<file path="src/rtl/core/i2cm_pkg.sv">
package i2cm_pkg;

  // Command modes on the input channel
  localparam logic [2:0] MODE_START = 3'd0;
  localparam logic [2:0] MODE_STOP  = 3'd1;
  localparam logic [2:0] MODE_WRITE = 3'd2;
  localparam logic [2:0] MODE_READ  = 3'd3;
  localparam logic [2:0] MODE_WAIT  = 3'd4;

  // Operation codes held in the engine state
  localparam logic [2:0] OP_IDLE  = 3'd0;
  localparam logic [2:0] OP_START = 3'd1;
  localparam logic [2:0] OP_STOP  = 3'd2;
  localparam logic [2:0] OP_WRITE = 3'd3;
  localparam logic [2:0] OP_READ  = 3'd4;
  localparam logic [2:0] OP_WAIT  = 3'd5;

  // Configuration port
  localparam int unsigned CFG_AW = 3;
  localparam int unsigned CFG_DW = 32;
  localparam logic CFG_REG_PHASE_TICKS = 1'b0;
  localparam logic CFG_REG_ACK_TIMEOUT = 1'b1;
  localparam logic [15:0] PHASE_TICKS_RST = 16'd100;
  localparam logic [7:0]  ACK_TIMEOUT_RST = 8'd250;

  typedef struct packed {
    logic       cmd_valid;
    logic [2:0] mode;
    logic [7:0] tx_byte;
    logic       send_ack;
    logic       sda_level;
  } cmd_t;

  typedef struct packed {
    logic [2:0]  op;
    logic [1:0]  phase;
    logic [15:0] ticks;
    logic [3:0]  bits;
    logic [7:0]  shift;
    logic [7:0]  tmo;
    logic        scl;
    logic        sda_low;
    logic        ack_flag;
    logic [7:0]  rx;
    logic        ack_choice;
  } state_t;

  typedef struct packed {
    logic       scl_level;
    logic       sda_pull_low;
    logic       busy_res;
    logic       done_res;
    logic [7:0] rx_byte;
    logic       ack_missing;
  } res_t;

  localparam state_t STATE_RST = '{
    op: OP_IDLE, phase: 2'd0, ticks: 16'd0, bits: 4'd0, shift: 8'd0, tmo: 8'd0,
    scl: 1'b1, sda_low: 1'b0, ack_flag: 1'b0, rx: 8'd0, ack_choice: 1'b0
  };

  // Line levels for the phase the state now sits in; an undriven line keeps its level.
  function automatic state_t drive_lines(input state_t s);
    state_t d;
    d = s;
    case (s.op)
      OP_START: begin
        if (s.phase == 2'd0) begin
          d.sda_low = 1'b0;
        end else if (s.phase == 2'd1) begin
          d.scl = 1'b1; d.sda_low = 1'b0;
        end else if (s.phase == 2'd2) begin
          d.scl = 1'b1; d.sda_low = 1'b1;
        end else begin
          d.scl = 1'b0; d.sda_low = 1'b1;
        end
      end
      OP_STOP: begin
        if (s.phase == 2'd0) begin
          d.scl = 1'b0; d.sda_low = 1'b1;
        end else if (s.phase == 2'd1) begin
          d.scl = 1'b1; d.sda_low = 1'b1;
        end else begin
          d.scl = 1'b1; d.sda_low = 1'b0;
        end
      end
      OP_WRITE: begin
        if (s.bits < 4'd8) begin
          if (s.phase == 2'd0) begin
            d.scl = 1'b0; d.sda_low = ~s.shift[7];
          end else if (s.phase == 2'd1) begin
            d.scl = 1'b1;
          end else begin
            d.scl = 1'b0;
          end
        end else begin
          if (s.phase == 2'd0) begin
            d.sda_low = 1'b0;
          end else begin
            d.scl = 1'b0;
          end
        end
      end
      OP_READ: begin
        if (s.bits < 4'd8) begin
          if (s.phase == 2'd0) begin
            d.scl = 1'b0; d.sda_low = 1'b0;
          end else begin
            d.scl = 1'b1;
          end
        end else begin
          if (s.phase == 2'd0) begin
            d.scl = 1'b0; d.sda_low = s.ack_choice;
          end else if (s.phase == 2'd1) begin
            d.scl = 1'b1;
          end else begin
            d.scl = 1'b0;
          end
        end
      end
      OP_WAIT: begin
        if (s.phase == 2'd0) begin
          d.sda_low = 1'b0;
        end else if (s.phase == 2'd1) begin
          d.scl = 1'b1;
        end else begin
          d.scl = 1'b0;
        end
      end
      default: begin
        d = s;
      end
    endcase
    return d;
  endfunction

endpackage

</file>
<file path="src/rtl/core/i2cm_step.sv">
module i2cm_step (
  input  i2cm_pkg::state_t cur,
  input  i2cm_pkg::cmd_t   cmd,
  input  logic [15:0]      phase_ticks,
  input  logic [7:0]       ack_timeout,
  output i2cm_pkg::state_t nxt,
  output i2cm_pkg::res_t   res
);
  import i2cm_pkg::*;

  logic [15:0] limit;
  logic        fin;
  state_t      n;

  assign limit = (phase_ticks == 16'd0) ? 16'd1 : phase_ticks;

  always_comb begin
    n   = cur;
    fin = 1'b0;
    if (cur.op == OP_IDLE) begin
      if (cmd.cmd_valid && (cmd.mode <= MODE_WAIT)) begin
        n.op    = cmd.mode + 3'd1;
        n.phase = 2'd0;
        n.bits  = 4'd0;
        n.tmo   = 8'd0;
        n.shift = (cmd.mode == MODE_WRITE) ? cmd.tx_byte : 8'd0;
        if (cmd.mode == MODE_READ) begin
          n.ack_choice = cmd.send_ack;
        end
        n.ticks = 16'd1;
        n = drive_lines(n);
      end
    end else if (cur.ticks >= limit) begin
      n.ticks = 16'd1;
      case (cur.op)
        OP_START: begin
          if (cur.phase < 2'd3) n.phase = cur.phase + 2'd1;
          else fin = 1'b1;
        end
        OP_STOP: begin
          if (cur.phase < 2'd2) n.phase = cur.phase + 2'd1;
          else fin = 1'b1;
        end
        OP_WRITE: begin
          if (cur.bits < 4'd8) begin
            if (cur.phase < 2'd2) begin
              n.phase = cur.phase + 2'd1;
            end else begin
              n.shift = {cur.shift[6:0], 1'b0};
              n.bits  = cur.bits + 4'd1;
              n.phase = 2'd0;
            end
          end else if (cur.phase < 2'd1) begin
            n.phase = cur.phase + 2'd1;
          end else begin
            fin = 1'b1;
          end
        end
        OP_READ: begin
          if (cur.bits < 4'd8) begin
            if (cur.phase == 2'd0) begin
              n.phase = 2'd1;
            end else begin
              // sample on the last tick of the SCL-high phase
              n.shift = {cur.shift[6:0], cmd.sda_level};
              n.bits  = cur.bits + 4'd1;
              n.phase = 2'd0;
            end
          end else if (cur.phase < 2'd2) begin
            n.phase = cur.phase + 2'd1;
          end else begin
            n.rx = cur.shift;
            fin  = 1'b1;
          end
        end
        OP_WAIT: begin
          if (cur.phase == 2'd0) begin
            n.phase = 2'd1;
          end else if (cur.phase == 2'd1) begin
            if (!cmd.sda_level) begin
              n.phase = 2'd2;
            end else if (cur.tmo >= ack_timeout) begin
              // timed out: flag it and fall into a stop sequence
              n.ack_flag = 1'b1;
              n.op       = OP_STOP;
              n.phase    = 2'd0;
            end else begin
              n.tmo = cur.tmo + 8'd1;
            end
          end else begin
            n.ack_flag = 1'b0;
            fin        = 1'b1;
          end
        end
        default: begin
          fin = 1'b1;
        end
      endcase
      if (fin) begin
        n.op    = OP_IDLE;
        n.phase = 2'd0;
      end else begin
        n = drive_lines(n);
      end
    end else begin
      n.ticks = cur.ticks + 16'd1;
    end
  end

  assign nxt = n;

  always_comb begin
    res.scl_level    = n.scl;
    res.sda_pull_low = n.sda_low;
    res.busy_res     = (n.op != OP_IDLE);
    res.done_res     = fin;
    res.rx_byte      = n.rx;
    res.ack_missing  = n.ack_flag;
  end

endmodule

</file>
<file path="src/rtl/core/i2cm_skid.sv">
module i2cm_skid (
  input  logic           clk,
  input  logic           rst_n,
  input  logic           push,
  input  i2cm_pkg::res_t push_data,
  output logic           space,
  output logic           out_valid,
  input  logic           out_ready,
  output i2cm_pkg::res_t out_data
);
  import i2cm_pkg::*;

  logic main_v_r;
  logic skid_v_r;
  res_t main_d_r;
  res_t skid_d_r;
  logic slot_free;

  assign space     = ~skid_v_r;
  assign out_valid = main_v_r;
  assign out_data  = main_d_r;
  assign slot_free = ~main_v_r | out_ready;

  always_ff @(posedge clk) begin
    if (!rst_n) begin
      main_v_r <= 1'b0;
      skid_v_r <= 1'b0;
    end else if (slot_free) begin
      if (skid_v_r) begin
        main_v_r <= 1'b1;
        skid_v_r <= 1'b0;
      end else begin
        main_v_r <= push;
      end
    end else if (push) begin
      skid_v_r <= 1'b1;
    end
  end

  // payload: no reset needed
  always_ff @(posedge clk) begin
    if (slot_free) begin
      main_d_r <= skid_v_r ? skid_d_r : push_data;
    end else if (push) begin
      skid_d_r <= push_data;
    end
  end

endmodule

</file>
<file path="src/rtl/core/i2c_master_bit_engine.sv">
// I2C master bit engine. Each beat on the input channel is one tick of the bit
// timer: it carries the sampled SDA level and, while the engine is idle, an
// optional command (start, stop, write byte, read byte plus ACK/NACK, wait for
// acknowledge). Every accepted beat yields exactly one result beat with the
// SCL level, the SDA pull-low, busy, a done pulse, the last received byte and
// the acknowledge-missing flag.
// Throughput is one beat per cycle while in_ready is high; the tick's state
// update and its result are computed in one pass from the engine state register.
// A result is registered in the output entry, or in the spare entry while that is full.
// The result side holds two beats. While out_ready is low and the output entry
// is full, one more beat is taken into the spare entry, then in_ready drops; it
// rises again at the edge where the receiver takes a beat.
// Configuration over APB: phase_ticks at 0x0, ack_timeout at 0x4; write only
// while idle. Reset (rst_n low, synchronous) puts the engine idle with SCL
// high, SDA released, both result entries empty and the registers at
// 100 ticks per phase and 250 timeout phases.
module i2c_master_bit_engine (
  input  logic                         clk,
  input  logic                         rst_n,
  input  logic                         in_valid,
  output logic                         in_ready,
  input  logic                         in_cmd_valid,
  input  logic [2:0]                   in_mode,
  input  logic [7:0]                   in_tx_byte,
  input  logic                         in_send_ack,
  input  logic                         in_sda_level,
  output logic                         out_valid,
  input  logic                         out_ready,
  output logic                         out_scl_level,
  output logic                         out_sda_pull_low,
  output logic                         out_busy_res,
  output logic                         out_done_res,
  output logic [7:0]                   out_rx_byte,
  output logic                         out_ack_missing,
  input  logic                         psel,
  input  logic                         penable,
  input  logic                         pwrite,
  input  logic [i2cm_pkg::CFG_AW-1:0]  paddr,
  input  logic [i2cm_pkg::CFG_DW-1:0]  pwdata,
  output logic [i2cm_pkg::CFG_DW-1:0]  prdata,
  output logic                         pready
);
  import i2cm_pkg::*;

  logic [15:0] phase_ticks_r;
  logic [7:0]  ack_timeout_r;
  state_t      state_r;
  state_t      state_nxt;
  cmd_t        cmd;
  res_t        res;
  res_t        out_d;
  logic        in_fire;
  logic        cfg_wr;
  logic        reg_sel;

  assign pready  = 1'b1;
  assign reg_sel = paddr[2];
  assign cfg_wr  = psel & penable & pwrite;
  assign prdata  = (reg_sel == CFG_REG_ACK_TIMEOUT) ? {{(CFG_DW-8){1'b0}}, ack_timeout_r}
                                                    : {{(CFG_DW-16){1'b0}}, phase_ticks_r};

  always_ff @(posedge clk) begin
    if (!rst_n) begin
      phase_ticks_r <= PHASE_TICKS_RST;
      ack_timeout_r <= ACK_TIMEOUT_RST;
    end else if (cfg_wr) begin
      if (reg_sel == CFG_REG_PHASE_TICKS) begin
        phase_ticks_r <= pwdata[15:0];
      end else begin
        ack_timeout_r <= pwdata[7:0];
      end
    end
  end

  assign cmd = '{cmd_valid: in_cmd_valid, mode: in_mode, tx_byte: in_tx_byte,
                 send_ack: in_send_ack, sda_level: in_sda_level};

  assign in_fire = in_valid & in_ready;

  i2cm_step u_step (
    .cur         (state_r),
    .cmd         (cmd),
    .phase_ticks (phase_ticks_r),
    .ack_timeout (ack_timeout_r),
    .nxt         (state_nxt),
    .res         (res)
  );

  always_ff @(posedge clk) begin
    if (!rst_n) begin
      state_r <= STATE_RST;
    end else if (in_fire) begin
      state_r <= state_nxt;
    end
  end

  i2cm_skid u_skid (
    .clk       (clk),
    .rst_n     (rst_n),
    .push      (in_fire),
    .push_data (res),
    .space     (in_ready),
    .out_valid (out_valid),
    .out_ready (out_ready),
    .out_data  (out_d)
  );

  assign out_scl_level    = out_d.scl_level;
  assign out_sda_pull_low = out_d.sda_pull_low;
  assign out_busy_res     = out_d.busy_res;
  assign out_done_res     = out_d.done_res;
  assign out_rx_byte      = out_d.rx_byte;
  assign out_ack_missing  = out_d.ack_missing;

endmodule

</file>
<file path="config.mk">
export PLATFORM = sky130hd
export DESIGN_NAME = i2c_master_bit_engine
export DESIGN_NICKNAME = d
export VERILOG_FILES = /design/src/rtl/core/i2cm_pkg.sv /design/src/rtl/core/i2cm_step.sv /design/src/rtl/core/i2cm_skid.sv /design/src/rtl/core/i2c_master_bit_engine.sv
export SDC_FILE = /design/constraint.sdc
export NUM_CORES = 1
export LEC_CHECK = 0
export BUFFER_PORTS_ARGS = -buffer_cell sky130_fd_sc_hd__buf_2
export CAP_MARGIN = 15
export CORE_MARGIN = 2
export CORE_UTILIZATION = 61
export CTS_CLUSTER_DIAMETER = 120
export DETAILED_ROUTE_END_ITERATION = 16
export GPL_TIMING_DRIVEN = 0
export PLACE_DENSITY = 0.85
export SYNTH_ARGS = -nofsm -noshare
export SYNTH_HDL_FRONTEND = slang
export SYNTH_SLANG_ARGS = --single-unit
</file>
<file path="constraint.sdc">
create_clock -name clk -period 10.6 [get_ports clk]
set_input_delay 2.12 -clock clk [delete_from_list [all_inputs] [get_ports clk]]
set_output_delay 2.12 -clock clk [all_outputs]
set_load 0.005 [all_outputs]
</file>
==> results.py, run 1 <==
metrics = {
    "run_status": {
        "status": "complete, no violations",
    },
    "clock_tree": {
        "postCtsSetupBuffers": 0,
        "cts.sinks": 105,
        "cts_tree": "built",
        "numCtsBuffers": 9,
        "insertion_delay_ns": 0.40,
        "ctsResizeCount": 0,
        "cts_root_buf": "clkbuf_8",
        "cts-htree-levels": 3,
        "clkTransAtPathRegs_ns": 0.11,
        "clock_path_buffers": 2,
        "holdBufCountCts": 0,
    },
    "cells_and_area": {
        "final_core_util_pct": 69.5,
        "antennaDiodeCount": 0,
        "fin_area_um2": 7110,
        "final_common_cell": "nand2_1",
        "syn2layout_area_growth_pct": 11.9,
        "nNetsFinal": 945,
        "drive_gt1_share_pct": 16.8,
        "final_cell_mix": "108 x nand2_1, 79 x dfxtp_1, 71 x buf_2",
    },
    "global_routing": {
        "grt_pass1_vias": 5856,
        "grt_max_degree": 21,
        "antenna_found_initial": 0,
        "grt_pass1_wl_mm": 28.9,
        "grt_usage_pct": 32.2,
        "grt.overflow.total": 0,
    },
    "sta": {
        "tightest_slew_ns": 0.859,
        "slew_violations": 0,
        "post-route-period-util_pct": 49.6,
        "hold_viol": 0,
        "max_freq_mhz": 190,
        "slew_headroom_pct": 42.7,
        "final.setup_skew_ns": 0.0182,
        "finalCriticalPeriod_ns": 5.25,
        "rsz0062_at_grt": "no",
        "setup_slack_ns": 5.35,
        "setup_viol": 0,
        "tns_ns": 0,
    },
    "routing": {
        "postRouteAntennaNets": 0,
        "drt_iter0_drc": 778,
        "via_per_inst": 6.25,
        "totalWireLength_mm": 17.7,
        "num_vias": 6180,
        "drc": 0,
        "drt_first_pass_iters": 6,
        "wl_per_cell_um": 17.9,
    },
    "floorplan": {
        "core_um2": 10200,
        "pin_count": 104,
        "initial_core_util_pct": 62.1,
        "num_rows": 37,
        "dieArea_um2": 11200,
        "die_x_um": 106,
        "die_h_um": 106,
    },
    "power": {
        "leakage_uw": 0.00288,
        "irDropWorstVdd_mv": 0.107,
        "power.density_nw_per_um2": 116,
        "p_total_uw": 821,
    },
    "critical_path": {
        "rr_startpoint": "state_r[49]$_SDFFE_PN0P_",
        "endpoint_kind": "output pin",
        "critPathLaunch": "paddr[2]",
        "arrival_ns": 3.13,
        "reg2regPathDepth": 17,
        "path_class": "input pin to output pin",
        "setup.worst_path.start_class": "input pin",
        "required_ns": 8.48,
        "ff2ff_setup_slack_ns": 6.32,
        "worstPathMaxFanout": 10,
        "crit_end": "prdata[7]",
        "r2r-end": "u_skid.out_data[11]$_DFFE_PP_",
    },
    "placed_design": {
        "numPortBuffers": 66,
        "dpl.hpwl_mm": 13.4,
        "place_area_um2": 6910,
        "pre_cts_ws_ns": 5.35,
        "place.gp.congestion": 0.933,
    },
    "logic_synthesis": {
        "synth_top_area_cell": "dfxtp_1",
        "avgSynthCellArea_um2": 8.41,
        "ys_seq_elements": 105,
        "synth-edff-count": 26,
        "synth_ff_type": "dfxtp_1",
        "synth_seq_area_share_pct": 37.2,
        "yosys_warnings": 0,
        "synth_top_area_share_pct": 24.9,
        "syn_area_um2": 6350,
        "synth.top_cells.by_area": "dfxtp_1 25%, edfxtp_1 12%, ha_1 8.1%",
        "synth_cell_types": 72,
        "netlist_instances": 755,
        "synthArstFlopShare_pct": 0,
    },
    "job": {
        "drv_cap": 0,
    },
    "hold_path": {
        "hold_path_class": "flip-flop to flip-flop",
    },
}
layout make-up:
type,instances,area [um^2]
flip-flops and latches,105,2360
repair buffers,67,338
multi-input cells,566,3590
fillers,863,3130
clock inverters,7,67.6
clock buffers,9,124
inverters,42,158
plain buffers,57,299
well taps,136,170
synthesized netlist by cell type (3+ instances only):
| master | n |
|---|---|
| nand3_1 | 21 |
| and3_1 | 5 |
| nand3b_1 | 4 |
| o21ai_0 | 27 |
| dfxtp_1 | 79 |
| a31oi_1 | 16 |
| buf_2 | 5 |
| mux2i_1 | 14 |
| or4_1 | 12 |
| a32oi_1 | 8 |
| a41oi_1 | 3 |
| inv_1 | 40 |
| nor3_1 | 16 |
| o31ai_1 | 8 |
| nor2_1 | 56 |
| buf_4 | 17 |
| o21a_1 | 4 |
| mux2_2 | 19 |
| and2_1 | 3 |
| nand2_1 | 108 |
| or3_1 | 6 |
| nand2b_1 | 8 |
| edfxtp_1 | 26 |
| o22ai_1 | 4 |
| a211oi_1 | 11 |
| or2_2 | 5 |
| clkbuf_1 | 30 |
| nand4_1 | 18 |
| a21oi_1 | 55 |
| a22oi_1 | 5 |
| ha_1 | 41 |
| buf_1 | 3 |
| nor4_1 | 8 |
| nor3b_1 | 3 |
| o211ai_1 | 16 |
| nor2b_1 | 5 |
worst min path at each step:
stage	cells past startpoint	from	slack, ns	to
CTS	2	phase_ticks_r[8]$_SDFFE_PN0P_	0.48	phase_ticks_r[8]$_SDFFE_PN0P_
detailed placement	2	phase_ticks_r[8]$_SDFFE_PN0P_	0.47	phase_ticks_r[8]$_SDFFE_PN0P_
global route	2	state_r[30]$_SDFFE_PN0P_	0.51	state_r[30]$_SDFFE_PN0P_
global placement	2	phase_ticks_r[9]$_SDFFE_PN0P_	0.46	phase_ticks_r[9]$_SDFFE_PN0P_
floorplan	2	state_r[30]$_SDFFE_PN0P_	0.45	state_r[30]$_SDFFE_PN0P_
finish	2	ack_timeout_r[0]$_SDFFE_PN0P_	0.48	ack_timeout_r[0]$_SDFFE_PN0P_
critical path, stage by stage:
cell and delay (ns):
clkbuf_1 0.28, clkbuf_1 0.39, o21ai_0 0.18, buf_2 0.16
registers in the layout, indices dropped and copies added, names as in the netlist:
register	flops
u_skid.out_data	13
u_skid.out_valid	1
u_skid.skid_v_r	1
state_r	53
u_skid.skid_d_r	13
ack_timeout_r	8
phase_ticks_r	16
metal layers:
metal	vias to the layer above	track usage [%]	wire [um]
li1	2900	-	-
met2	351	55.3	8600
met3	49	5.64	1460
met4	0	10.2	500
met5	-	0	0
met1	2880	41.3	7150
metrics by stage:
stage               cells  hold WS, ns
global route          989        0.505
finish                989        0.481
floorplan             770        0.446
CTS                   988        0.485
global placement      972        0.457
detailed placement    972        0.469
cells by family after synthesis:
| kind of cell | Yosys count | share of synthesized area (%) |
|---|---|---|
| other | 2 | 0.118 |
| xor gates and xnor gates | 2 | 0.276 |
| and+or+nand+nor | 287 | 22.0 |
| AOI/OAI and AO/OA | 186 | 19.5 |
| DFF | 105 | 37.2 |
| adders and majority gates | 41 | 8.08 |
| muxes | 33 | 5.58 |
| buffers and inverters | 99 | 7.19 |
power by group:
group | internal [uW] | switching, uW
logic | 49.0 | 87.1
clock network | 91.7 | 157
registers | 426 | 10.7
No activity file was read; power rests on OpenSTA's default activity.
==> run 2: changes to the inputs <==
--- a/config.mk
+++ b/config.mk
@@ -5,14 +5,15 @@
 export SDC_FILE = /design/constraint.sdc
 export NUM_CORES = 1
 export LEC_CHECK = 0
+export ABC_AREA = 1
 export BUFFER_PORTS_ARGS = -buffer_cell sky130_fd_sc_hd__buf_2
 export CAP_MARGIN = 15
 export CORE_MARGIN = 2
-export CORE_UTILIZATION = 61
+export CORE_UTILIZATION = 52
 export CTS_CLUSTER_DIAMETER = 120
 export DETAILED_ROUTE_END_ITERATION = 16
 export GPL_TIMING_DRIVEN = 0
-export PLACE_DENSITY = 0.85
+export PLACE_DENSITY = 0.77
 export SYNTH_ARGS = -nofsm -noshare
 export SYNTH_HDL_FRONTEND = slang
 export SYNTH_SLANG_ARGS = --single-unit
==> constraint.sdc (replaced) <==
create_clock -name clk -period 4.5 [get_ports clk]
set_input_delay 0.9 -clock clk [delete_from_list [all_inputs] [get_ports clk]]
set_output_delay 0.9 -clock clk [all_outputs]
set_load 0.005 [all_outputs]
==> run 2 against run 1 <==
  * Critical path type is now flip-flop to flip-flop
  * Clock power rose to 3.3 times the previous value
  * Synthesized cell count grew 23%
  * Clock skew down 0.010 ns
  * Combinational power grew to 3.0 times the previous value
  * Largest power group unchanged
  * Cell count is 21% higher
  * Worst hold slack got worse by 0.019 ns
==> results.py, run 2 <==
metrics = {
    "placed_design": {
        "dpl.hpwl_mm": 12.2,
        "place.gp.congestion": 0.979,
        "numPortBuffers": 67,
    },
    "sta": {
        "rsz0062_at_grt": "no",
        "final.setup_skew_ns": 0.00822,
        "finalCriticalPeriod_ns": 3.25,
        "slew_violations": 0,
        "max_freq_mhz": 308,
        "slew_headroom_pct": 36.9,
        "setup_viol": 0,
        "tightest_slew_ns": 0.942,
        "tns_ns": 0,
        "hold_viol": 0,
        "post-route-period-util_pct": 72.1,
        "holdWs_ns": 0.462,
    },
    "routing": {
        "drt_first_pass_iters": 5,
        "wl_per_cell_um": 13.3,
        "drc": 0,
        "drt_iter0_drc": 578,
        "postRouteAntennaNets": 0,
        "totalWireLength_mm": 15.9,
        "via_per_inst": 5.21,
        "num_vias": 6212,
    },
    "floorplan": {
        "pin_count": 104,
        "dieArea_um2": 13400,
        "die_x_um": 116,
        "num_rows": 40,
        "die_h_um": 116,
        "initial_core_util_pct": 53.6,
        "core_um2": 12100,
    },
    "power": {
        "irDropWorstVdd_mv": 0.208,
        "power_frac_seq_pct": 46.0,
        "power.density_nw_per_um2": 308,
        "p_comb_share_pct": 18.1,
        "leakage_uw": 0.00344,
        "clock_power_share_pct": 36.0,
        "p_sw_share_pct": 30.2,
        "p_sw_uw": 688,
        "intPower_uw": 1590,
    },
    "logic_synthesis": {
        "ys_seq_elements": 105,
        "synth-edff-count": 26,
        "synth_ff_type": "dfxtp_1",
        "synth_common_cells": "203 x nand2_1, 108 x inv_1, 93 x o21ai_0, 89 x nor2_1, 79 x dfxtp_1",
        "yosys_warnings": 0,
        "synth_cell_types": 44,
        "synth_seq_area_share_pct": 36.4,
        "synthArstFlopShare_pct": 0,
        "synth_top_area_share_pct": 24.4,
        "synth.top_cells.by_area": "dfxtp_1 24%, edfxtp_1 12%, nand2_1 12%",
        "syn_area_um2": 6490,
        "synth_top_area_cell": "dfxtp_1",
        "synthMostInstantiatedCell": "nand2_1",
        "netlist_instances": 926,
        "avgSynthCellArea_um2": 7.00,
    },
    "clock_tree": {
        "cts.sinks": 105,
        "holdBufCountCts": 0,
        "ctsResizeCount": 0,
        "cts_root_buf": "clkbuf_16",
        "clock_path_buffers": 2,
        "numCtsBuffers": 9,
        "insertion_delay_ns": 0.36,
        "clkTransAtPathRegs_ns": 0.08,
        "cts_tree": "built",
        "cts-htree-levels": 3,
        "postCtsSetupBuffers": 0,
    },
    "cells_and_area": {
        "largest_reg_flops": 53,
        "fillerInstances": 1152,
        "antennaDiodeCount": 0,
        "regMostFlops": "state_r",
        "top_regs": "state_r: 53 flops, phase_ticks_r: 16 flops",
        "drive_gt1_share_pct": 14.2,
        "syn2layout_area_growth_pct": 14.1,
        "multi_input_area_um2": 3440,
        "final_common_cell": "nand2_1",
        "nNetsFinal": 1116,
        "layout.area.seq_um2": 2360,
        "final_cell_mix": "203 x nand2_1, 108 x inv_1, 93 x o21ai_0",
    },
    "critical_path": {
        "setup.worst_path.start_class": "flip-flop",
        "arrival_ns": 3.37,
        "crit_top_cell": "nand2_1",
        "cp_slowest_stage_delay_ns": 0.39,
        "required_ns": 4.62,
        "endpoint_kind": "flip-flop",
        "crit_slowest_cell": "dfxtp_1",
        "worstPathMaxFanout": 6,
        "path_class": "flip-flop to flip-flop",
        "cp.buffers_inverters": 1,
        "path_delay_family": "simple AND/OR/NAND/NOR gates",
        "worstPathCellList": "inv_1 -> ha_1 -> nand2_1 -> nand3_1 -> nand2_1 -> nand2_1 -> nand2_1 -> nand2_1 -> nand2_1 -> a21oi_1 -> o21ai_0 -> nand2_1 -> ha_1 -> nand2_1 -> o21ai_0 -> nand2_1 -> nand2_1 -> nor2_1 -> nand4_1 -> nand2_1 -> nand2_2 -> nand2_1 -> nand2_1",
    },
    "global_routing": {
        "met1_usage_pct": 35.3,
        "grt_usage_pct": 24.8,
        "grt.overflow.total": 0,
        "grt_pass1_vias": 5442,
        "grt_max_degree": 21,
        "busiest_layer": "met2",
        "use_met2_pct": 38.9,
        "grt_pass1_wl_mm": 26.4,
        "antenna_found_initial": 0,
        "use_met3_pct": 4.45,
    },
    "run_status": {
        "status": "complete, no violations",
    },
    "hold_path": {
        "hold_path_class": "flip-flop to flip-flop",
    },
    "job": {
        "drv_cap": 0,
    },
}
## run 2: cell types whose count changed after synthesis, moves of 12 or more
cell      previous run  this run
a21oi_1             55        76
nand2_1            108       203
mux2_2              19         0
mux2i_1             14         0
inv_1               40       108
nor2_1              56        89
a31oi_1             16         1
o21ai_0             27        93
inv_2                0        12
o21ai_1              1        13
nand3_1             21        43
o211ai_1            16         3
or4_1               12         0
## run 2: tightest hold or removal path, cell delays in order (launching register included)
cell     delay (ns)
dfxtp_1        0.32
inv_1          0.05
a21oi_1        0.05
## run 2: worst paths after layout
check | from | end | slack [ns] | cells past startpoint
worst max-delay path | state_r[12]$_SDFFE_PN0P_ | u_skid.out_data[12]$_DFFE_PP_ | 1.25 | 23
worst max register to register | state_r[12]$_SDFFE_PN0P_ | u_skid.out_data[12]$_DFFE_PP_ | 1.25 | 23
worst min register to register | state_r[0]$_SDFFE_PN0P_ | state_r[0]$_SDFFE_PN0P_ | 0.46 | 2
worst min-delay path | state_r[0]$_SDFFE_PN0P_ | state_r[0]$_SDFFE_PN0P_ | 0.46 | 2
## run 2: layer usage
layer / part of all wire (%) / vias up
li1: - / 3185
met1: 46 / 2784
met2: 45 / 227
met3: 7.4 / 16
met4: 1.3 / 0
met5: 0 / -
## run 2: stage by stage
step	utilization (%)	power (uW)	worst slack [ns]	instance area, um^2	instances
after global placement	58.5	1470	1.34	7090	1176
after global routing	61.1	2390	0.916	7400	1192
after CTS	61.1	2280	1.29	7400	1192
after detailed placement	58.5	1470	1.31	7090	1176
final	61.1	2280	1.25	7400	1192
after floorplan	-	1350	1.88	6540	941
## run 2: area by class of cell
cell class / count / share of cell area (%)
repair buffers: 67 / 4.53
multi-input cells: 664 / 46.5
clock buffers: 10 / 3.38
clock inverters: 6 / 0.879
inverters: 124 / 6.30
well taps: 168 / 2.84
flip-flops and latches: 105 / 31.9
plain buffers: 48 / 3.63
## run 2: power groups by stage
stage | clock, uW | combinational (uW) | sequential [uW]
after floorplan | 0 | 285 | 1060
after global placement | 0 | 398 | 1070
after detailed placement | 0 | 404 | 1070
after CTS | 831 | 406 | 1050
after global routing | 865 | 471 | 1050
final | 819 | 412 | 1050
## run 2: cells by family (layout without fill, tap and decap cells)
group / count (synthesis) / count (layout) / share of synthesized area [%]
other: 2 / 17 / 0.116
adders and majority gates: 41 / 41 / 7.91
xor gates and xnor gates: 11 / 11 / 1.49
AOI/OAI and AO/OA: 209 / 209 / 17.3
and+or+nand+nor: 386 / 386 / 25.4
DFF: 105 / 105 / 36.4
buffers and inverters: 172 / 255 / 11.3
==> run 3: changes to the inputs <==
--- a/config.mk
+++ b/config.mk
@@ -5,15 +5,15 @@
 export SDC_FILE = /design/constraint.sdc
 export NUM_CORES = 1
 export LEC_CHECK = 0
-export ABC_AREA = 1
+export ABC_AREA = 0
 export BUFFER_PORTS_ARGS = -buffer_cell sky130_fd_sc_hd__buf_2
 export CAP_MARGIN = 15
 export CORE_MARGIN = 2
-export CORE_UTILIZATION = 52
+export CORE_UTILIZATION = 57
 export CTS_CLUSTER_DIAMETER = 120
 export DETAILED_ROUTE_END_ITERATION = 16
 export GPL_TIMING_DRIVEN = 0
-export PLACE_DENSITY = 0.77
+export PLACE_DENSITY = 0.8
 export SYNTH_ARGS = -nofsm -noshare
 export SYNTH_HDL_FRONTEND = slang
 export SYNTH_SLANG_ARGS = --single-unit
==> constraint.sdc (replaced) <==
create_clock -name clk -period 3 [get_ports clk]
set_input_delay 0.6 -clock clk [delete_from_list [all_inputs] [get_ports clk]]
set_output_delay 0.6 -clock clk [all_outputs]
set_load 0.005 [all_outputs]
==> run 3 against run 2 <==
  * The run now ends with setup timing left
  * Via count up 3.8%
  * Sequential power increased by 47%
  * Combinational power increased by 43%
  * Clock skew up 0.0090 ns
  * Largest cell class unchanged
==> results.py, run 3 (synthesized netlist as in run 1, its figures left out) <==
metrics = {
    "run_status": {
        "status": "complete, but fails checks",
        "violations": "setup timing",
    },
    "cells_and_area": {
        "fin_area_um2": 7750,
        "regMostFlops": "state_r",
        "antennaDiodeCount": 0,
        "syn2layout_area_growth_pct": 22.0,
        "final_core_util_pct": 71.5,
        "top_regs": "state_r: 53 flops, phase_ticks_r: 16 flops",
        "nNetsFinal": 970,
        "final_common_cell": "nand2_1",
        "largest_reg_flops": 53,
        "drive_gt1_share_pct": 26.1,
        "final_cell_mix": "107 x nand2_1, 69 x dfxtp_1, 67 x buf_2",
    },
    "floorplan": {
        "die_x_um": 110,
        "core_um2": 10800,
        "dieArea_um2": 12000,
        "initial_core_util_pct": 58.6,
        "pin_count": 104,
        "num_rows": 38,
        "die_h_um": 110,
    },
    "critical_path": {
        "ff2ff_setup_slack_ns": -0.30,
        "required_ns": 3.16,
        "worstPathCellList": "inv_2 -> ha_1 -> a2111o_1 -> a21oi_4 -> o211ai_1 -> and3_4 -> ha_4 -> buf_4 -> a31oi_2 -> o2bb2ai_2 -> nor3_4 -> nor3b_4 -> o31ai_1",
        "endpoint_kind": "flip-flop",
        "crit_slowest_cell": "a2111o_1",
        "cp_slowest_stage_delay_ns": 0.47,
        "worstPathMaxFanout": 8,
        "arrival_ns": 3.46,
        "cp.buffers_inverters": 2,
        "path_class": "flip-flop to flip-flop",
        "path_delay_family": "compound AO/OA/AOI/OAI gates",
        "setup.worst_path.start_class": "flip-flop",
    },
    "routing": {
        "via_per_inst": 6.33,
        "drc": 0,
        "totalWireLength_mm": 19.1,
        "postRouteAntennaNets": 0,
        "drt_first_pass_iters": 6,
        "drt_iter0_drc": 694,
        "wl_per_cell_um": 18.7,
        "num_vias": 6449,
    },
    "clock_tree": {
        "insertion_delay_ns": 0.41,
        "numCtsBuffers": 9,
        "holdBufCountCts": 0,
        "cts_tree": "built",
        "clock_path_buffers": 2,
        "clkTransAtPathRegs_ns": 0.13,
        "cts.sinks": 105,
        "cts-htree-levels": 3,
        "cts_root_buf": "clkbuf_8",
    },
    "sta": {
        "hold_viol": 0,
        "rsz0062_at_grt": "yes",
        "holdWs_ns": 0.413,
        "final.setup_skew_ns": 0.0172,
        "setup_slack_ns": -0.304,
        "tightest_slew_ns": 1.25,
        "max_freq_mhz": 303,
        "slew_violations": 0,
        "slew_headroom_pct": 16.9,
        "post-route-period-util_pct": 110,
        "setup_viol": 9,
        "tns_ns": -1.44,
        "finalCriticalPeriod_ns": 3.30,
    },
    "placed_design": {
        "place_area_um2": 6990,
        "numPortBuffers": 66,
        "place.gp.congestion": 0.960,
        "pre_cts_ws_ns": -0.556,
        "dpl.hpwl_mm": 13.6,
    },
    "global_routing": {
        "grt_pass1_vias": 6036,
        "grt_max_degree": 23,
        "grt_usage_pct": 31.6,
        "antenna_found_initial": 0,
        "grt_pass1_wl_mm": 29.5,
        "grt.overflow.total": 0,
    },
    "hold_path": {
        "hold_path_class": "input pin to flip-flop",
    },
    "power": {
        "irDropWorstVdd_mv": 0.261,
        "power.density_nw_per_um2": 399,
        "leakage_uw": 0.00314,
    },
    "job": {
        "drv_cap": 0,
    },
}
[run 3: layer usage]
layer  up-vias  share of wire (%)  track usage [%]
met4         0                4.5             15.4
li1       2950                  -                -
met1      3017                 38             38.8
met3        85                9.4             6.70
met2       397                 48             52.4
met5         -                  0                0
[run 3: final cells by class]
type / count / area [um^2]
Tap cell: 140 / 175
Timing Repair Buffer: 94 / 557
Sequential cell: 105 / 2380
Buffer: 55 / 339
Fill cell: 840 / 3090
Inverter: 42 / 158
Multi-Input combinational cell: 566 / 3920
Clock buffer: 9 / 124
Clock inverter: 7 / 93.8
[run 3: metrics by stage]
stage | total power [uW] | std cells
after floorplan | 1890 | 770
after global routing | 3200 | 1018
after CTS | 3020 | 1004
final | 3090 | 1018
after global placement | 2030 | 976
after detailed placement | 2050 | 976
[run 3: power by group]
part	total [uW]	internal (uW)	leakage (uW)	switching, uW
logic	590	233	0.00213	358
clock network	960	346	0.000108	614
registers	1540	1500	0.000893	39.9
total	3090	2080	0.00314	1010
[run 3: tightest hold or removal path: stages]
cell and delay [ns]:
buf_2 0.08, mux2i_1 0.05, nor2_1 0.07
[run 3: repair_timing]
| action | CTS | global route |
|---|---|---|
| endpoints found under the setup margin | 60 | 43 |
| buffers inserted | 13 | 14 |
| pin swaps | 20 | 28 |
| resized for setup | 33 | 63 |
[run 3: final timing paths]
| path | from | endpoint | cells after the start |
|---|---|---|---|
| setup / recovery | ack_timeout_r[1]$_SDFFE_PN1P_ | u_skid.skid_d_r[11]$_DFFE_PP_ | 13 |
| hold / removal | in_send_ack | state_r[0]$_SDFFE_PN0P_ | 3 |
| setup reg to reg | ack_timeout_r[1]$_SDFFE_PN1P_ | u_skid.skid_d_r[11]$_DFFE_PP_ | 13 |
| hold reg to reg | phase_ticks_r[1]$_SDFFE_PN0P_ | phase_ticks_r[1]$_SDFFE_PN0P_ | 2 |
